## config.mk

```make
export PLATFORM = sky130hd
export DESIGN_NAME = memory_type_range_table
export DESIGN_NICKNAME = d
export VERILOG_FILES = /design/src/design/mtrt_pkg.sv /design/src/design/mtrt_front.sv /design/src/design/mtrt_queue.sv /design/src/design/mtrt_back.sv /design/src/design/memory_type_range_table.sv
export SDC_FILE = /design/constraint.sdc
export NUM_CORES = 1
export LEC_CHECK = 0
export ABC_CLOCK_PERIOD_IN_PS = 8200
export BUFFER_PORTS_ARGS = -buffer_cell sky130_fd_sc_hd__buf_2
export CAP_MARGIN = 40
export CORE_ASPECT_RATIO = 1.25
export CORE_MARGIN = 5
export CORE_UTILIZATION = 62
export DETAILED_ROUTE_END_ITERATION = 10
export PLACE_DENSITY_LB_ADDON = 0.12
export SETUP_SLACK_MARGIN = 0.3
export SYNTH_ARGS = -nofsm -noshare
export SYNTH_HDL_FRONTEND = slang
export SYNTH_SLANG_ARGS = --single-unit
export TNS_END_PERCENT = 1
```

## constraint.sdc

```tcl
create_clock -name clk -period 8.2 [get_ports clk]
set_input_delay 0.82 -clock clk [delete_from_list [all_inputs] [get_ports clk]]
set_output_delay 0.82 -clock clk [all_outputs]
set_load 0.05 [all_outputs]
```

## src/design/mtrt_pkg.sv

```systemverilog
// shared types, codes and constants for the memory type range table
package mtrt_pkg;

	localparam int unsigned MAX_RANGES_DEF = 8;
	localparam int unsigned PAGE_BYTES     = 4096;
	localparam int unsigned PAGE_SHIFT     = 12;
	localparam int unsigned PAGE_W         = 32 - PAGE_SHIFT;
	localparam int unsigned ENTRY_W        = 2 * PAGE_W;
	localparam int unsigned QUEUE_DEPTH    = 2;
	localparam int unsigned CFG_IDX_W      = 2;
	localparam int unsigned CFG_DATA_W     = 8;

	localparam logic [7:0] TYPE_WC = 8'd1;

	localparam logic [1:0] KIND_LOOKUP = 2'd0;
	localparam logic [1:0] KIND_CHECK  = 2'd1;
	localparam logic [1:0] KIND_ADD    = 2'd2;

	localparam logic [2:0] STAT_OK          = 3'd0;
	localparam logic [2:0] STAT_ALREADY     = 3'd1;
	localparam logic [2:0] STAT_UNALIGNED   = 3'd2;
	localparam logic [2:0] STAT_UNSUPPORTED = 3'd3;
	localparam logic [2:0] STAT_NO_FREE     = 3'd4;

	localparam logic [2:0] OP_NONE   = 3'd0;
	localparam logic [2:0] OP_LOOKUP = 3'd1;
	localparam logic [2:0] OP_CHECK  = 3'd2;
	localparam logic [2:0] OP_ADD    = 3'd3;
	localparam logic [2:0] OP_REJECT = 3'd4;

	localparam logic [CFG_IDX_W-1:0] REG_DEFAULT_TYPE = 2'd0;
	localparam logic [CFG_IDX_W-1:0] REG_RANGE_COUNT  = 2'd1;
	localparam logic [CFG_IDX_W-1:0] REG_WC_SUPPORTED = 2'd2;

	typedef struct packed {
		logic [1:0]  kind;
		logic [31:0] address;
		logic [30:0] length;
	} req_t;

	typedef struct packed {
		logic [7:0] mem_type;
		logic       range_is_wc;
		logic [2:0] status;
		logic [2:0] slot;
	} res_t;

	typedef struct packed {
		logic [2:0]        op;
		logic [2:0]        status;
		logic [PAGE_W-1:0] page;
		logic [PAGE_W-1:0] pages;
		logic [PAGE_W-1:0] mask;
	} cmd_t;

endpackage

```

## src/design/mtrt_front.sv

```systemverilog
// request intake: acceptance, classification, add checks and mask build
module mtrt_front (
	input  logic          start,
	input  mtrt_pkg::req_t request,
	input  logic          wc_supported,
	input  logic          full,
	output logic          push,
	output logic          busy,
	output mtrt_pkg::cmd_t cmd
);
	import mtrt_pkg::*;

	logic [31:0] len_ext;
	logic [31:0] len_m1;
	logic [31:0] sm;
	logic [31:0] rnd;
	logic        unaligned;

	assign busy = full;
	assign push = start && !full;

	always_comb begin
		len_ext = {1'b0, request.length};
		len_m1  = len_ext - 32'd1;
		sm      = len_m1 | (len_m1 >> 1);
		sm      = sm | (sm >> 2);
		sm      = sm | (sm >> 4);
		sm      = sm | (sm >> 8);
		sm      = sm | (sm >> 16);
		rnd     = len_ext + 32'(PAGE_BYTES - 1);
		unaligned = (request.length == 31'd0) ||
			((request.address[PAGE_SHIFT-1:0] | request.length[PAGE_SHIFT-1:0]) != '0);

		cmd.op     = OP_NONE;
		cmd.status = STAT_OK;
		cmd.page   = request.address[31:PAGE_SHIFT];
		cmd.pages  = rnd[31:PAGE_SHIFT];
		cmd.mask   = ~sm[31:PAGE_SHIFT];

		unique case (request.kind)
			KIND_LOOKUP: cmd.op = OP_LOOKUP;
			KIND_CHECK:  cmd.op = OP_CHECK;
			KIND_ADD: begin
				priority if (unaligned) begin
					cmd.op     = OP_REJECT;
					cmd.status = STAT_UNALIGNED;
				end else if (!wc_supported) begin
					cmd.op     = OP_REJECT;
					cmd.status = STAT_UNSUPPORTED;
				end else begin
					cmd.op = OP_ADD;
				end
			end
			default: cmd.op = OP_NONE;
		endcase
	end

endmodule

```

## src/design/mtrt_queue.sv

```systemverilog
// short command queue between intake and execution
module mtrt_queue (
	input  logic          clk,
	input  logic          arst_n,
	input  logic          push,
	input  mtrt_pkg::cmd_t wdata,
	input  logic          pop,
	output mtrt_pkg::cmd_t rdata,
	output logic          empty,
	output logic          full
);
	import mtrt_pkg::*;

	localparam int unsigned PTR_W = (QUEUE_DEPTH > 1) ? $clog2(QUEUE_DEPTH) : 1;
	localparam int unsigned CNT_W = $clog2(QUEUE_DEPTH + 1);

	cmd_t             slots_q [QUEUE_DEPTH];
	logic [PTR_W-1:0] wr_ptr_q;
	logic [PTR_W-1:0] rd_ptr_q;
	logic [CNT_W-1:0] cnt_q;

	assign empty = (cnt_q == '0);
	assign full  = (cnt_q == CNT_W'(QUEUE_DEPTH));
	assign rdata = slots_q[rd_ptr_q];

	always_ff @(posedge clk) begin
		if (push) begin
			slots_q[wr_ptr_q] <= wdata;
		end
	end

	always_ff @(posedge clk or negedge arst_n) begin
		if (!arst_n) begin
			wr_ptr_q <= '0;
			rd_ptr_q <= '0;
			cnt_q    <= '0;
		end else begin
			if (push) begin
				wr_ptr_q <= (wr_ptr_q == PTR_W'(QUEUE_DEPTH - 1)) ? '0 : wr_ptr_q + 1'b1;
			end
			if (pop) begin
				rd_ptr_q <= (rd_ptr_q == PTR_W'(QUEUE_DEPTH - 1)) ? '0 : rd_ptr_q + 1'b1;
			end
			if (push && !pop) begin
				cnt_q <= cnt_q + 1'b1;
			end else if (pop && !push) begin
				cnt_q <= cnt_q - 1'b1;
			end
		end
	end

endmodule

```

## src/design/mtrt_back.sv

```systemverilog
// execution: range table memory, entry scan, page walk and free slot search
module mtrt_back #(
	parameter int unsigned MAX_RANGES = mtrt_pkg::MAX_RANGES_DEF
) (
	input  logic          clk,
	input  logic          arst_n,
	input  mtrt_pkg::cmd_t q_data,
	input  logic          q_empty,
	output logic          pop,
	input  logic [7:0]    default_type,
	input  logic [3:0]    range_count,
	output logic          done,
	output mtrt_pkg::res_t result
);
	import mtrt_pkg::*;

	localparam int unsigned IDX_W = (MAX_RANGES > 1) ? $clog2(MAX_RANGES) : 1;
	localparam int unsigned NUM_W = $clog2(MAX_RANGES + 1);
	localparam int unsigned CW    = (NUM_W > 4) ? NUM_W : 4;

	localparam logic [1:0] ST_IDLE = 2'd0;
	localparam logic [1:0] ST_SCAN = 2'd1;
	localparam logic [1:0] ST_FREE = 2'd2;

	logic [ENTRY_W-1:0]    mem_q [MAX_RANGES];
	logic [ENTRY_W-1:0]    rdata_q;
	logic [MAX_RANGES-1:0] valid_q;

	logic [1:0]        state_q;
	logic [2:0]        op_q;
	logic [PAGE_W-1:0] base_q;
	logic [PAGE_W-1:0] page_q;
	logic [PAGE_W-1:0] pages_q;
	logic [PAGE_W-1:0] mask_q;
	logic [CW-1:0]     ridx_q;
	logic [IDX_W-1:0]  cidx_q;
	logic              cmpv_q;
	logic [CW-1:0]     fidx_q;
	logic              done_q;
	res_t              res_q;

	logic [CW-1:0]     rc_ext;
	logic [CW-1:0]     n_act;
	logic [PAGE_W-1:0] rbase;
	logic [PAGE_W-1:0] rmask;
	logic              issue;
	logic              hit;
	logic              page_done;
	logic [7:0]        page_type;
	logic              rd_en;
	logic              wr_en;
	logic              free_end;

	assign rc_ext    = CW'(range_count);
	assign n_act     = (rc_ext > CW'(MAX_RANGES)) ? CW'(MAX_RANGES) : rc_ext;
	assign rbase     = rdata_q[ENTRY_W-1:PAGE_W];
	assign rmask     = rdata_q[PAGE_W-1:0];
	assign issue     = ridx_q < n_act;
	assign hit       = cmpv_q && valid_q[cidx_q] && (((page_q ^ rbase) & rmask) == '0);
	assign page_done = hit || !issue;
	assign page_type = hit ? TYPE_WC : default_type;
	assign rd_en     = (state_q == ST_SCAN) && !page_done;
	assign free_end  = fidx_q >= n_act;
	assign wr_en     = (state_q == ST_FREE) && !free_end && !valid_q[fidx_q[IDX_W-1:0]];
	assign pop       = (state_q == ST_IDLE) && !q_empty;
	assign done      = done_q;
	assign result    = res_q;

	always_ff @(posedge clk) begin
		if (wr_en) begin
			mem_q[fidx_q[IDX_W-1:0]] <= {base_q, mask_q};
		end
		if (rd_en) begin
			rdata_q <= mem_q[ridx_q[IDX_W-1:0]];
		end
	end

	always_ff @(posedge clk or negedge arst_n) begin
		if (!arst_n) begin
			state_q <= ST_IDLE;
			op_q    <= OP_NONE;
			base_q  <= '0;
			page_q  <= '0;
			pages_q <= '0;
			mask_q  <= '0;
			ridx_q  <= '0;
			cidx_q  <= '0;
			cmpv_q  <= 1'b0;
			fidx_q  <= '0;
			valid_q <= '0;
			done_q  <= 1'b0;
			res_q   <= '0;
		end else begin
			done_q <= 1'b0;
			unique case (state_q)
				ST_IDLE: begin
					if (pop) begin
						op_q    <= q_data.op;
						base_q  <= q_data.page;
						page_q  <= q_data.page;
						pages_q <= (q_data.op == OP_LOOKUP) ? PAGE_W'(1) : q_data.pages;
						mask_q  <= q_data.mask;
						ridx_q  <= '0;
						cmpv_q  <= 1'b0;
						unique case (q_data.op)
							OP_LOOKUP, OP_ADD: state_q <= ST_SCAN;
							OP_CHECK: begin
								if (q_data.pages == '0) begin
									done_q <= 1'b1;
									res_q  <= '{mem_type: 8'd0, range_is_wc: 1'b1,
										status: STAT_OK, slot: 3'd0};
								end else begin
									state_q <= ST_SCAN;
								end
							end
							OP_REJECT: begin
								done_q <= 1'b1;
								res_q  <= '{mem_type: 8'd0, range_is_wc: 1'b0,
									status: q_data.status, slot: 3'd0};
							end
							default: begin
								done_q <= 1'b1;
								res_q  <= '0;
							end
						endcase
					end
				end
				ST_SCAN: begin
					if (page_done) begin
						ridx_q <= '0;
						cmpv_q <= 1'b0;
						priority if (op_q == OP_LOOKUP) begin
							done_q  <= 1'b1;
							state_q <= ST_IDLE;
							res_q   <= '{mem_type: page_type, range_is_wc: 1'b0,
								status: STAT_OK, slot: 3'd0};
						end else if (page_type != TYPE_WC) begin
							if (op_q == OP_CHECK) begin
								done_q  <= 1'b1;
								state_q <= ST_IDLE;
								res_q   <= '0;
							end else begin
								fidx_q  <= '0;
								state_q <= ST_FREE;
							end
						end else if (pages_q == PAGE_W'(1)) begin
							done_q  <= 1'b1;
							state_q <= ST_IDLE;
							if (op_q == OP_CHECK) begin
								res_q <= '{mem_type: 8'd0, range_is_wc: 1'b1,
									status: STAT_OK, slot: 3'd0};
							end else begin
								res_q <= '{mem_type: 8'd0, range_is_wc: 1'b0,
									status: STAT_ALREADY, slot: 3'd0};
							end
						end else begin
							pages_q <= pages_q - 1'b1;
							page_q  <= page_q + 1'b1;
						end
					end else begin
						ridx_q <= ridx_q + 1'b1;
						cmpv_q <= 1'b1;
						cidx_q <= ridx_q[IDX_W-1:0];
					end
				end
				ST_FREE: begin
					priority if (free_end) begin
						done_q  <= 1'b1;
						state_q <= ST_IDLE;
						res_q   <= '{mem_type: 8'd0, range_is_wc: 1'b0,
							status: STAT_NO_FREE, slot: 3'd0};
					end else if (wr_en) begin
						valid_q[fidx_q[IDX_W-1:0]] <= 1'b1;
						done_q  <= 1'b1;
						state_q <= ST_IDLE;
						res_q   <= '{mem_type: 8'd0, range_is_wc: 1'b0,
							status: STAT_OK, slot: 3'(fidx_q)};
					end else begin
						fidx_q <= fidx_q + 1'b1;
					end
				end
				default: state_q <= ST_IDLE;
			endcase
		end
	end

endmodule

```

## src/design/memory_type_range_table.sv

```systemverilog
// top level of the memory type range table
//
//  channel   signals                          handshake
//  request   start, busy, request             taken when start && !busy
//  result    done, result                     shown for one cycle, always taken
//  config    cfg_we, cfg_index, cfg_data      written when cfg_we, no wait
//
// lookup: accepted into the queue, taken by an idle back end, then a scan of up to n entries, n = active entries
// range check: each page walked scans up to n entries; add: a check walk, then a search of up to n slots for a free one
// a two-item queue sits between intake and execution; busy is high while it is full
// reset clears all valid bits at once, no clearing pass
module memory_type_range_table #(
	parameter int unsigned MAX_RANGES = mtrt_pkg::MAX_RANGES_DEF
) (
	input  logic                              clk,
	input  logic                              arst_n,
	input  logic                              start,
	input  mtrt_pkg::req_t                    request,
	output logic                              busy,
	output logic                              done,
	output mtrt_pkg::res_t                    result,
	input  logic                              cfg_we,
	input  logic [mtrt_pkg::CFG_IDX_W-1:0]    cfg_index,
	input  logic [mtrt_pkg::CFG_DATA_W-1:0]   cfg_data
);
	import mtrt_pkg::*;

	logic [7:0] default_type_q;
	logic [3:0] range_count_q;
	logic       wc_supported_q;

	logic push;
	logic pop;
	logic q_empty;
	logic q_full;
	cmd_t f_cmd;
	cmd_t q_cmd;

	always_ff @(posedge clk or negedge arst_n) begin
		if (!arst_n) begin
			default_type_q <= 8'd0;
			range_count_q  <= 4'd8;
			wc_supported_q <= 1'b1;
		end else if (cfg_we) begin
			unique case (cfg_index)
				REG_DEFAULT_TYPE: default_type_q <= cfg_data[7:0];
				REG_RANGE_COUNT:  range_count_q  <= cfg_data[3:0];
				REG_WC_SUPPORTED: wc_supported_q <= cfg_data[0];
				default: ;
			endcase
		end
	end

	mtrt_front u_front (
		.start        (start),
		.request      (request),
		.wc_supported (wc_supported_q),
		.full         (q_full),
		.push         (push),
		.busy         (busy),
		.cmd          (f_cmd)
	);

	mtrt_queue u_queue (
		.clk    (clk),
		.arst_n (arst_n),
		.push   (push),
		.wdata  (f_cmd),
		.pop    (pop),
		.rdata  (q_cmd),
		.empty  (q_empty),
		.full   (q_full)
	);

	mtrt_back #(
		.MAX_RANGES (MAX_RANGES)
	) u_back (
		.clk          (clk),
		.arst_n       (arst_n),
		.q_data       (q_cmd),
		.q_empty      (q_empty),
		.pop          (pop),
		.default_type (default_type_q),
		.range_count  (range_count_q),
		.done         (done),
		.result       (result)
	);

endmodule

```

# == After elaboration in Yosys (flattened, before gate mapping) ==
# Memories as Yosys holds them, arrays and structs flattened. A register that Yosys moved wholly into a read port is not among the register bits.
# Cells that the tools add are included.
# word_totals
reg_bits,138
mem_bits_rw,452
input_bits,79
wordCells,207
mem_count,2
# classes
addsub,10
order_cmp,6
eq_ne,31
muxes,80
n_bitwise,12
reduce_logical,44
# mem_list
name,words,word_bits,read_ports,rd_ports_with_merged_regs,write_ports,line,source
u_back.mem_q,8,40,1,1,1,mtrt_back.sv:25,logic [ENTRY_W-1:0] mem_q [MAX_RANGES];
u_queue.slots_q,2,66,1,0,1,mtrt_queue.sv:17,cmd_t slots_q [QUEUE_DEPTH];
# ops
op,n
two-way mux 20 bit,11
two-way mux 15 bit,9
case mux 15 bit (3 select lines),2
case mux 20 bit (2 select lines),2
logical NOT 20 bit,2
two-way mux 4 bit,9
"adder 31 x 12 -> 32 bit, second input constant",1
OR 32 x 16 -> 32 bit,1
OR 32 x 24 -> 32 bit,1
OR 32 x 28 -> 32 bit,1
OR 32 x 30 -> 32 bit,1
OR 32 x 31 -> 32 bit,1
"subtractor 31 x 1 -> 32 bit, second input constant",1
logical NOT 31 bit,1
two-way mux 2 bit,12
"adder 20 x 1 -> 20 bit, second input constant",1
AND 20 bit,1
"== test 20 x 1 -> 1 bit, second input constant",1
inverter 20 bit,1
"subtractor 20 x 1 -> 20 bit, second input constant",1
XOR 20 bit,1
two-way mux 1 bit,19
"inequality test 2 bit, second input constant",9
case mux 4 bit (2 select lines),2
46 further kinds,92

# == Longest topological paths before layout ==
# Gate-level depths: netlist of the first run.
# depth
ltp_word,10
ltp_mapped,11
depth_no_buf,9

# == Cells and area by module ==
# A second synthesis of the first run with hierarchy kept.
# hier_totals
hier_cells,1644
hier_area_um2,26928.3
# modules_own_cells
mod,instances,cells_each,area_per_inst_um2,seq_area_each_um2
mtrt_back,1,1205,20138.1,13838.3
mtrt_queue,1,221,5062.4,4063.9
mtrt_front,1,189,1219.9,0.0
memory_type_range_table,1,29,508.0,327.8

# == Least setup slack after synthesis of the first run ==
# No wires, ideal clock.
# synth_timing
path_kind,register to register
from,register u_back.fidx_q[0]
to,register u_back.valid_q[0]
t_arrival_ps,6245
setup_slack_ps,1867
stages_incl_launch_ff,10
cell_sequence,dfrtp_1 clkbuf_1 inv_1 ha_1 nand2b_1 a21o_1 a211oi_1 o211ai_1 nor4_1 or2_2
# synth_via
elab_chain_cells,5
elab_cells_between_ends,15
classes_between,order compare (3); mux (4); bitwise (2); reduce/logical (6)
# synth_rtl
item,line,source
start: declaration,mtrt_back.sv:38,logic [CW-1:0] fidx_q;
start signal: assignment,mtrt_back.sv:179,fidx_q <= fidx_q + 1'b1;
less-than comparator 3 x 4 -> 1 bit (implied by the code) (tied with other cells),mtrt_back.sv:173,valid_q[fidx_q[IDX_W-1:0]] <= 1'b1;
logical AND 1 bit (implied by the code) (tied with other cells),mtrt_back.sv:173,
two-way mux 1 bit (implied by the code) (tied with other cells),mtrt_back.sv:173,
demux 1 bit (select 3 bit) / logical AND 1 bit (equally long branches),-,
OR 8 bit (no source line) / AND reduction 3 bit (equally long branches),-,
end signal: assignment,mtrt_back.sv:90,valid_q <= '0;
end signal: indexed assignment,mtrt_back.sv:173,
end: declaration,mtrt_back.sv:27,logic [MAX_RANGES-1:0] valid_q;
# Several ways; a longest one is shown, not always the timed one. The select of a mux whose other input is x is not followed.
# A chain may end at the register's enable or synchronous reset.

# == Worst setup path after layout of the first run ==
# layout_timing
from,register u_back.state_q[1]
to,register u_back.page_q[1]
# layout_via
elab_chain_cells,4
elab_cells_between_ends,11
classes_between,eq/ne (6); mux (1); reduce/logical (4)
# layout_rtl
item,line,source
start: declaration,mtrt_back.sv:29,logic [1:0] state_q;
start signal: assignment,mtrt_back.sv:80,state_q <= ST_IDLE;
start signal: assignment,mtrt_back.sv:106,"OP_LOOKUP, OP_ADD: state_q <= ST_SCAN;"
start signal: assignment,mtrt_back.sv:113,state_q <= ST_SCAN;
logical NOT 2 bit,"mtrt_back.sv:65, mtrt_back.sv:95",
logical AND 1 bit,mtrt_back.sv:65,assign pop = (state_q == ST_IDLE) && !q_empty;
inequality test 2 bit (no source line),-,
AND reduction 6 bit (no source line),-,
end signal: assignment,mtrt_back.sv:100,page_q <= q_data.page;
end signal: assignment,mtrt_back.sv:158,page_q <= page_q + 1'b1;
end: declaration,mtrt_back.sv:32,logic [PAGE_W-1:0] page_q;
# Several ways; a longest one is shown, not always the timed one.

==> results, run 1 <==
- The number of different library cells used by synthesis comes to 74.
- The routed layout has 14.8k vias.
- Across all register-to-register paths, the minimum setup slack is 4300 ps.
- The worst setup path category is register to register.
- Global routing used 25.0% of the available tracks.
- Measured in cells, the most critical reg-to-reg path has a length of 9.
- Wires add up to 57400 µm.
- The number of nets handed over by synthesis was 1721.
- The run finished with clean final reports.
- The root buffer cell chosen for the clock tree is sky130_fd_sc_hd__clkbuf_16.
- At the worst endpoint, the arrival time is 4390 ps.
- For the finished layout, the period the worst path requires is 3900 ps.
- The number of nets in the finished design is 1822.
- In this run the cell area of the synthesized design comes to 26200 µm².
- The final weighted congestion in routability-driven placement is 0.920.
- From synthesis to final layout, the design area changed by 12.2%.
- The estimated wirelength of the detail-placed design is 35500 µm.
- Clock tree synthesis inserted a total of 58 buffers.
- The count of buffers inserted at the top-level ports is 95.
- The main flop type after synthesis is sky130_fd_sc_hd__edfxtp_1.
- In this run, synthesis produced a sequential element count of 628.
- The worst hold path class is input port to async pin.
- The floorplan has 84 rows.
- The first detailed-routing pass took 6 iterations.
- For the final database, setup skew stands at 17.6 ps.
- Setup repair after global routing left no endpoint under its margin.
- The area taken by flip-flops and latches is 18200 µm².
- Based on the critical path, the design can be clocked at up to 256 MHz.
- The count of hold-fix buffers inserted at cts is 0.
- 96 I/O pins were placed.
- The clock latency on the worst-skew pair is 610 ps.
- The number of setup buffers added after CTS is 0.
- Adding up every negative setup slack in the final design gives 0 ps.
- The initial antenna violation count was 0.
- After layout, the worst path uses 47.6% of the clock period.
- The register clock-pin slew on the reported worst setup and hold paths is 70 ps.
- The first-pass GRT wire length is 89000 µm.
- The portion of the post-synthesis area used by sequential elements is 69.3%.
- The via count of the first global-routing pass was 15.0k.
- The total grt overflow is 0.
- The required time of the critical path is 8690 ps.
- The async set or reset register ratio after synthesis is 22.0%.
- Measured along the y axis, the die boundary spans 240 µm.
- The detailed-route vias per instance is 6.33.
- Each instance of the synthesized netlist takes up on average 16.1 µm².
- Entering global routing, the biggest net connects 77 pins.
- The floorplan step defined a core boundary enclosing 41900 µm².
- The H-tree level count is 2.
- Across the run, the number of max-cap violations was 0.
- Along the worst path, the maximum fanout reaches 66.
- Once placement finished, the instance area stood at 27400 µm².
- The number of violations reported at the end of detailed-routing iteration 0 is 1285.
- The number of design rule violations left after detail routing is 0.
- The worst flop-to-flop path startpoint is u_back.state_q[1].
- In the final routed layout, each cell accounts on average for 24.6 µm.
- The number of clock sinks is 628.
- The worst setup path is launched from a register.
- The final-report max-slew violation count is 0.
- The final instance area is 29400 µm².
- The clock tree from TritonCTS is yes.
- The static power due to leakage is 10.5 nW.
- The count of nets left with antenna violations after detail routing is 0.
- The die span in x is 194 µm.
- The total number of yosys warnings is 0.
- The relative max-transition margin is 44.2%.
- After clock tree synthesis, the repair step resized 0 gates.
- The synthesized design contains 490 enable-type register cells.
- The worst setup path is captured at a register.
- The die covers 46500 µm².
- The maximum vdd ir drop is 0.240 mV.
- The final hold violation count came to 0.
- The maximum count of clock buffers along a single path is 3.
- The initial cell density of the core is 62.5%.
- The transition time at the pin with the least slew margin is 837 ps.
- The number of filler instances in the final layout is 2718.
- The share of post-route cells with drive strength above 1 is 23.5%.
- Counting every instance in the synthesized netlist gives 1625.
- The capture point of the worst reg-to-reg path is u_back.page_q[1].
- Summing all multi-input logic gate instances after layout gives 7690 µm².
- The count of final setup violators is 0.
- Power spread over the standard cell area amounts to 360 nW/µm².
- The repair_antennas step left the layout with diodes totalling 0.
==> worst max path at each step <==
stage	end	from	slack [ps]	depth (start not counted)
after floorplan	u_back.valid_q[0]	u_back.fidx_q[0]	1870	9
after global placement	u_back.pages_q[7]	u_back.state_q[1]	4410	8
after detailed placement	u_back.page_q[1]	u_back.state_q[1]	4410	9
after CTS	u_back.page_q[1]	u_back.state_q[1]	4370	9
after global routing	u_back.page_q[1]	u_back.state_q[1]	4120	9
final	u_back.page_q[1]	u_back.state_q[1]	4300	9
==> per-stage QoR <==
step | instances | setup WS, ps | util [%] | power, mW | hold slack (ps)
6_report | 2334 | 4300 | 70.2 | 10.6 | 278
5_1_grt | 2334 | 4120 | 70.2 | 11.1 | 329
3_5_place_dp | 2225 | 4410 | 65.4 | 7.86 | 473
3_3_place_gp | 2219 | 4410 | 65.2 | 7.72 | 471
4_1_cts | 2334 | 4370 | 70.2 | 10.7 | 305
2_1_floorplan | 1625 | 1870 | - | 6.87 | 454
==> report_power, final <==
part           internal [mW]  switching [mW]  total, mW
registers               4.30           0.625       4.93
logic                   1.22            1.65       2.88
clock network           1.67            1.13       2.80
==> layer usage <==
metal,up-vias,wire (µm),GRT usage (%)
met2,568,28700,42.7
met4,0,1710,7.37
met1,7494,23300,34.1
li1,6615,-,-
met3,104,3660,3.85
met5,-,0,0
==> cells by family after synthesis <==
kind of cell,count (synthesis),share of synthesized area (%)
AOI/OAI and AO/OA,221,5.72
xor gates and xnor gates,51,1.70
adders and majority gates,17,0.811
buffers and inverters,112,1.67
DFF,628,69.3
muxes,241,13.6
and+or+nand+nor,355,7.23
==> final cells by class <==
class	count	share of cell area, %
Tap cell	559	2.38
Sequential cell	628	61.8
Timing Repair Buffer	124	2.50
Clock buffer	84	5.71
Multi-Input combinational cell	885	26.1
Inverter	29	0.370
Clock inverter	25	1.12
==> flip-flops by register name, summed over array words and instances, names as in the netlist, 8 cells and up <==
name and cells:
default_type_q 8, u_back.base_q 20, u_back.mask_q 20, u_back.mem_q 320, u_back.page_q 20, u_back.pages_q 20
u_back.rdata_q 40, u_back.result 15, u_back.valid_q 8, u_queue.slots_q 130
==> critical path, cell delays in order, from the launching register on <==
cell,delay (ps)
sky130_fd_sc_hd__dfrtp_1,420
sky130_fd_sc_hd__inv_1,100
sky130_fd_sc_hd__ha_2,160
sky130_fd_sc_hd__buf_4,520
sky130_fd_sc_hd__inv_2,460
sky130_fd_sc_hd__nor3b_1,630
sky130_fd_sc_hd__o211ai_2,160
sky130_fd_sc_hd__buf_4,280
sky130_fd_sc_hd__nand2_1,590
sky130_fd_sc_hd__mux2_2,410
==> cell usage after synthesis, types with 26 or more instances <==
cell type | number | area share, %
sky130_fd_sc_hd__and3_1 | 26 | 0.62
sky130_fd_sc_hd__clkbuf_1 | 62 | 0.89
sky130_fd_sc_hd__dfrtp_1 | 136 | 13
sky130_fd_sc_hd__edfxtp_1 | 490 | 56
sky130_fd_sc_hd__inv_1 | 28 | 0.40
sky130_fd_sc_hd__mux2_2 | 87 | 3.7
sky130_fd_sc_hd__mux2i_1 | 70 | 2.7
sky130_fd_sc_hd__mux4_2 | 80 | 6.9
sky130_fd_sc_hd__nand2_1 | 94 | 1.3
sky130_fd_sc_hd__nand3_1 | 33 | 0.63
sky130_fd_sc_hd__nor2_1 | 52 | 0.74
sky130_fd_sc_hd__nor4_1 | 32 | 0.76
sky130_fd_sc_hd__o21ai_0 | 73 | 1.4
sky130_fd_sc_hd__xor2_1 | 31 | 1.0
==> cell usage in the layout (no fill, tap or decap), types with 8 or more instances in the layout <==
master	instances
sky130_fd_sc_hd__edfxtp_1	490
sky130_fd_sc_hd__dfrtp_1	132
sky130_fd_sc_hd__buf_2	96
sky130_fd_sc_hd__nand2_1	94
sky130_fd_sc_hd__mux2_2	87
sky130_fd_sc_hd__mux4_2	80
sky130_fd_sc_hd__o21ai_0	73
sky130_fd_sc_hd__mux2i_1	70
sky130_fd_sc_hd__clkbuf_16	59
sky130_fd_sc_hd__nor2_1	49
sky130_fd_sc_hd__nand3_1	33
sky130_fd_sc_hd__xor2_1	31
sky130_fd_sc_hd__nor4_1	30
sky130_fd_sc_hd__inv_1	28
sky130_fd_sc_hd__buf_4	24
sky130_fd_sc_hd__and3_1	23
sky130_fd_sc_hd__a22oi_1	23
sky130_fd_sc_hd__xnor2_1	20
sky130_fd_sc_hd__nor3_1	20
sky130_fd_sc_hd__a21oi_1	20
sky130_fd_sc_hd__ha_1	16
sky130_fd_sc_hd__nand4_1	15
sky130_fd_sc_hd__o22ai_1	14
sky130_fd_sc_hd__clkbuf_1	14
sky130_fd_sc_hd__a2bb2oi_1	13
sky130_fd_sc_hd__clkbuf_8	11
sky130_fd_sc_hd__nand2b_1	9
sky130_fd_sc_hd__or2_2	9
sky130_fd_sc_hd__a2111oi_0	9
sky130_fd_sc_hd__or3_1	8
sky130_fd_sc_hd__and2_1	8
sky130_fd_sc_hd__nand3b_1	8
sky130_fd_sc_hd__nor3b_1	8
sky130_fd_sc_hd__bufinv_16	8
No activity file was read; power rests on OpenSTA's default activity.
==> inputs of run 2 (changes only) <==
- ABC_CLOCK_PERIOD_IN_PS: 8200 -> 3540
- CORE_UTILIZATION: 62 -> 56
- clock period: 8.2 -> 3.54 ns (I/O delays scaled with it)
==> run 2 against run 1 <==
  * Total power is 130% higher
  * Wire length up 0.36%
  * Highest routed layer unchanged
  * Via count fell by 0.19%
  * Register-to-register slack worse by 3800 ps
  * Clock skew increased by 1.5 ps
  * Worst hold slack worse by 230 ps
  * Flip-flop and latch count unchanged
  * Non-clock buffer count is 45 higher
  * Clock power grew 130%
  * Worst setup slack worse by 3800 ps
  * Global-route usage shrank 2.4 points
  * Sequential power is 130% higher
==> results, run 2 (synthesis gave the netlist of run 1 again) <==
- Registers are responsible for 45.7% of the overall power.
- The initial antenna violation count is 0.
- The first-pass GRT wire length is 89100 µm.
- After clock tree synthesis, the setup repair step added 0 buffers.
- Derived from the worst setup path, the maximum achievable clock frequency is 325 MHz.
- The post-place instance area is 27700 µm².
- The highest-utilization routing layer at the global route stage is met2.
- The clock tree root driver cell is sky130_fd_sc_hd__clkbuf_16.
- The family of cells with the greatest summed delay on the critical path is simple AND/OR/NAND/NOR gates.
- The most common cell after layout, fill and taps aside is sky130_fd_sc_hd__edfxtp_1.
- The number of top-level pins is 96.
- The repair_antennas step left the layout with diodes totalling 0.
- Setup violations remaining at the end of the flow were counted as 0.
- In this run, CTS created clock tree buffers numbering 57.
- STA classifies the critical path startpoint as a register.
- Max-cap violations in this run came to 0.
- The total grt overflow is 0.
- Clock latency on the worst-skew pair, taken at its later pin, is 610 ps.
- The layout-stage area growth over the synthesis result is 14.6%.
- The register with the most flip-flops in the layout has 320 of them.
- The via count of the first global-routing pass was 15.2k.
- The worst setup path category is register to register.
- The routed wire length is 57600 µm.
- The number of design rule violations left after detail routing is 0.
- The final hold violation count was 0.
- For this run, global-route usage on met1 was measured as 30.7%.
- The floorplan step defined a die boundary enclosing 51300 µm².
- The vias after detailed routing is 14.8k.
- The initial cell density of the core is 56.7%.
- After clock tree synthesis, the clock-pin slew on the worst setup and hold paths is 60 ps.
- The congestion estimate from routability-driven global placement came to 0.869.
- Entering global routing, the biggest net connects 86 pins.
- The worst-path maximum fanout is 15.
- The final instance area is 30000 µm².
- The arrival time reported for the critical path endpoint is 3560 ps.
- For met2 alone, demand over resource in global routing was 38.9%.
- Dividing the detail-routed via count by the number of cells gives 6.14.
- The count of nets left with antenna violations after detail routing is 0.
- The top cell types in the final layout, fill and taps aside, are sky130_fd_sc_hd__edfxtp_1 (490), sky130_fd_sc_hd__dfrtp_1 (132), sky130_fd_sc_hd__buf_2 (95).
- From left edge to right edge, the die measures 204 µm.
- The H-tree level count is 2.
- In this run the core area contains 88 standard-cell rows.
- For the final routed database, the setup TNS stands at 0 ps.
- The longest clock path from root to sink contains 3 buffers.
- The flow ran to the end, and the final reports show no timing, DRC or antenna violations.
- The total global routing track utilization is 22.6%.
- The smallest clock period supported by the final layout is computed as 3070 ps.
- STA classifies the critical path endpoint as a register.
- In this run the power spent charging and discharging nets is 7.94 mW.
- The average wire per standard cell is 24.0 µm.
- The relative contribution of the clock network to total power is 26.1%.
- The worst clock skew on the final layout is 19.1 ps.
- For the pin with the worst max-slew slack, the measured transition is 839 ps.
- The setup slack of the most critical reg-to-reg path is 470 ps.
- The cell with the largest stage delay on the worst path is sky130_fd_sc_hd__or4_1.
- The detailed-router iteration count before antenna repair is 6.
- Net switching is 32.3% of the power.
- The area of the core region is 46200 µm².
- The internal power is 16.7 mW.
- The critical path goes through mux4_1, mux2i_1, nand4b_1, or4_1, and3_4, nor4b_4, buf_4, mux2_2.
- In this design, the stage delay of the slowest critical-path cell is 680 ps.
- Counting both buffers and inverters, the worst setup path holds a total of 1.
- The number of nets in the finished design is 1866.
- The final cycle utilization of the critical path is 86.8%.
- Measured against its own limit, the worst slew margin works out to 44.1%.
- The detailed router finished its first iteration with 1056 violations.
- The estimated wirelength of the detail-placed design is 35800 µm.
- The final-report max-slew violation count was 0.
- The die outline height is 252 µm.
- The worst-case IR drop observed on VDD is 0.660 mV.
- The count of buffers inserted at the top-level ports is 95.
- TritonCTS built the clock tree.
- The share of total power in combinational logic is 28.2%.
- Setup repair after global routing left no endpoint under its margin.
- The power density over cell area is 819 nW/µm².
- The required time of the critical path is 4030 ps.
- In the final layout, the share of cells above drive strength 1 is 24.6%.
- The met3 capacity usage during global routing is 3.06%.
- The number of clock sinks is 628.
- The static power due to leakage is 10.7 nW.
- The worst hold path class is input port to register.
run 2: cell types whose count changed in the layout (fill, tap and decap cells not counted), moves of 2 or more:
| cell | change |
|---|---|
| sky130_fd_sc_hd__clkbuf_8 | +8 |
| sky130_fd_sc_hd__buf_4 | +10 |
| sky130_fd_sc_hd__nor4_4 | +2 |
| sky130_fd_sc_hd__clkbuf_1 | -6 |
| sky130_fd_sc_hd__nor3_4 | +2 |
| sky130_fd_sc_hd__clkinv_1 | -3 |
| sky130_fd_sc_hd__buf_12 | +10 |
| sky130_fd_sc_hd__bufinv_16 | -4 |
| sky130_fd_sc_hd__inv_6 | +3 |
| sky130_fd_sc_hd__dlygate4sd3_1 | +28 |
| sky130_fd_sc_hd__nor3_2 | -2 |
run 2: routing by layer:
| layer | part of all wire (%) | up-vias |
|---|---|---|
| met1 | 41 | 7520 |
| li1 | - | 6722 |
| met4 | 2.5 | 0 |
| met2 | 51 | 422 |
| met5 | 0 | - |
| met3 | 4.9 | 89 |
run 2: worst paths after layout:
| check | startpoint | to | cells past startpoint |
|---|---|---|---|
| min in group asynchronous | arst_n | u_back.mask_q[19] | 2 |
| worst max register to register | u_back.cidx_q[1] | u_back.result[2] | 8 |
| worst max-delay path | u_back.cidx_q[1] | u_back.result[2] | 8 |
| max in group asynchronous | arst_n | wc_supported_q | 3 |
| worst min register to register | range_count_q[0] | range_count_q[0] | 1 |
| worst min-delay path | request[63] | u_queue.slots_q[1][63] | 2 |
run 2: repair_timing:
action | CTS | global route
gates resized for setup | 1 | 0
endpoints found under the hold margin | 112 | 0
endpoints found under the setup margin | 6 | 0
hold buffers | 28 | 0
run 2: through the flow:
stage	util [%]	hold slack (ps)	instances	setup slack, ps	total power, mW
after floorplan	-	58.4	1625	92.1	15.9
after global placement	60.0	416	2267	309	18.1
after detailed placement	60.0	419	2268	340	18.3
after CTS	65.0	10.8	2404	467	24.8
after global routing	65.0	35.0	2404	349	25.8
final	65.0	48.1	2404	467	24.6
run 2: power groups by stage:
stage / combinational, mW / clock (mW) / sequential [mW]
final: 6.93 / 6.43 / 11.2
after global routing: 7.51 / 6.87 / 11.4
after CTS: 6.99 / 6.54 / 11.2
after detailed placement: 6.93 / 0 / 11.4
after global placement: 6.81 / 0 / 11.3
after floorplan: 4.96 / 0 / 11.0
run 2: area by class of cell:
cell class / instances / area, µm²
sequential: 628 / 18200
fill: 3296 / 16200
multi-input combinational: 885 / 7750
clock buffer: 87 / 1790
timing repair buffer: 169 / 1240
tap: 585 / 732
clock inverter: 21 / 224
inverter: 29 / 114
==> inputs of run 3 (changes only) <==
- CORE_ASPECT_RATIO: 1.25 -> 0.6
==> run 3 against run 2 <==
  * Combinational power rose by 1%
  * Register-to-register slack got worse by 30 ps
  * Sequential share of layout area barely moved
  * Worst setup slack got worse by 33 ps
  * Highest routed layer unchanged
==> results, run 3 (synthesis gave the netlist of run 1 again) <==
- Across the VDD grid, the largest voltage drop is 0.489 mV.
- The most critical setup path has its startpoint at u_back.page_q[5].
- The relative max-transition margin is 46.7%.
- The final critical path takes up 87.7% of the cycle.
- During I/O placement, the number of pins put on the boundary was 96.
- The maximum clock rate is 322 MHz.
- The number of CTS-inserted buffers is 55.
- The critical path goes through xor2_1, a22oi_1, nand4_1, o41ai_1, buf_4, o211ai_1, nor4b_4, buf_4, mux2_2.
- The worst hold path class is input port to register.
- The H-tree was split into 2 levels.
- The most common cell after layout, fill and taps aside is sky130_fd_sc_hd__edfxtp_1.
- The setup slack of the most critical reg-to-reg path is 430 ps.
- The clock tree from TritonCTS is yes.
- The worst flop-to-flop path startpoint is u_back.page_q[5].
- The cell with the largest stage delay on the worst path is sky130_fd_sc_hd__o41ai_1.
- On the worst path, the slowest cell contributes a delay of 590 ps.
- The estimated wirelength of the detail-placed design is 37300 µm.
- The worst hold slack is 25.2 ps.
- After routing, the total negative slack on setup checks comes to 0 ps.
- The largest net degree at the start of global routing is 86.
- The maximum count of clock buffers along a single path is 3.
- The number of standard cells in the layout, taps in and fillers out is 2440.
- The number of nets in the finished design is 1859.
- After detailed routing, the average wire length per cell comes to 24.3 µm.
- The clock latency on the worst-skew pair is 600 ps.
- The power density over cell area is 824 nW/µm².
- After layout, the minimum clock period comes to 3110 ps.
- In this run the critical register-to-register path is captured at u_back.result[2].
- The total grt overflow is 0.
- The count of nets left with antenna violations once routing finished came out at 0.
- The arrival time reported for the critical path endpoint is 3570 ps.
- Max-cap violations in this run came to 0.
- The required time of the critical path is 4010 ps.
- The post-place instance area is 27800 µm².
- The flow ran to the end, and the final reports show no timing, DRC or antenna violations.
- The detailed-router iteration count before antenna repair is 5.
- Among the stages of the critical path, the cell type that occurs most often is sky130_fd_sc_hd__buf_4.
- The detailed-route vias per instance is 6.19.
- The most critical setup path has its endpoint at u_back.result[2].
- The critical path is of the register to register type.
- The placed cell count is 2312.
- The layout-stage area growth over the synthesis result is 14.6%.
- The worst clock skew on the final layout is 23.8 ps.
- STA classifies the critical path endpoint as a register.
- In this run the standard cell core region covers 46300 µm².
- The initial antenna violation count is 0.
- The clock tree root driver cell is sky130_fd_sc_hd__clkbuf_16.
- The number of flip-flops in the largest register is 320.
- Input and output buffers added on the ports amount to 95.
- Clock-pin slew was measured on the worst setup and hold paths at 70 ps.
- The top cell types in the final layout, fill and taps aside, are sky130_fd_sc_hd__edfxtp_1 (490), sky130_fd_sc_hd__dfrtp_1 (131), sky130_fd_sc_hd__buf_2 (95).
- The number of setup buffers added after CTS is 0.
- The number of violations reported at the end of detailed-routing iteration 0 is 1263.
- For this design the static power due to leakage is 10.7 nW.
- The final instance area is 30100 µm².
- The number of antenna diodes in the final layout is 0.
- The final hold violation count is 0.
- Global routing used 23.1% of the available tracks.
- The final-report max-slew violation count came to 0.
- The via count of the first global-routing pass is 14.8k.
- Setup repair after global routing left no endpoint under its margin.
- The transition time at the pin with the least slew margin is 789 ps.
- The first global-routing pass estimated 90100 µm of wire.
- The clock net in this run drives a total of 628 sinks.
- The full die area is 51400 µm².
- Measured in cells, the most critical reg-to-reg path has a length of 9.
- The die outline height is 178 µm.
- The share of post-route cells with drive strength above 1 is 24.6%.
- The die span in x is 289 µm.
- The initial cell density of the core is 56.6%.
- The final weighted congestion in routability-driven placement is 0.897.
- The count of final setup violators is 0.
- The kind of start point of the critical path is a register.
- The total number of placement rows is 61.
- Detailed routing inserted a total of 15.1k vias.
- Of all nets on the critical path, the largest fanout is 15.
- The routed wire length is 59200 µm.
- The number of design rule violations left after detail routing is 0.
[run 3: routing by layer]
| layer | vias to the layer above | global-route usage, % | wire length, µm | part of all wire (%) |
|---|---|---|---|---|
| met4 | 0 | 4.32 | 952 | 1.6 |
| li1 | 6698 | - | - | - |
| met5 | - | 0 | 0 | 0 |
| met3 | 75 | 4.42 | 4560 | 7.7 |
| met2 | 533 | 34.1 | 26300 | 45 |
| met1 | 7792 | 36.7 | 27300 | 46 |
[run 3: worst min-delay path by stage]
stage / from / to / slack (ps) / cells after the start
CTS: cfg_data[7] / default_type_q[7] / 1 / 2
global route: cfg_data[7] / default_type_q[7] / 4 / 2
detailed placement: arst_n / u_back.base_q[18] / 470 / 1
global placement: arst_n / u_back.fidx_q[1] / 470 / 1
finish: cfg_data[7] / default_type_q[7] / 30 / 2
floorplan: arst_n / default_type_q[0] / 60 / 0
[run 3: power breakdown]
group          total [mW]  switching [mW]  internal (mW)
combinational        7.02            4.05           2.97
sequential           11.3            1.34           9.96
clock                6.46            2.67           3.79
[run 3: cell type report]
cell class                      instances  area, µm²
Clock buffer                           67       1510
Clock inverter                         37        465
Fill cell                            3337      16300
Inverter                               29        114
Multi-Input combinational cell        885       7750
Sequential cell                       628      18200
Tap cell                              630        788
Timing Repair Buffer                  164       1240
[run 3: worst max-delay path: cells and delay by family (launching register included)]
family | cells | cell delay (ps)
AOI/OAI and AO/OA | 3 | 940
xor gates and xnor gates | 1 | 220
buffers and inverters | 2 | 530
DFF | 1 | 480
muxes | 1 | 360
and+or+nand+nor | 2 | 430
[run 3: stage by stage]
step                      total power [mW]  utilization (%)  setup WS [ps]
after floorplan                       15.9                -           92.1
after global placement                18.1             59.9            570
after detailed placement              18.4             60.1            486
after CTS                             24.9             64.9            454
after global routing                  26.0             64.9            304
final                                 24.8             64.9            434
[run 3: repair_timing]
item	in CTS	in global routing
setup endpoints to repair	0	47
hold endpoints to repair	115	0
hold buffers	24	0
gates resized for setup	0	1
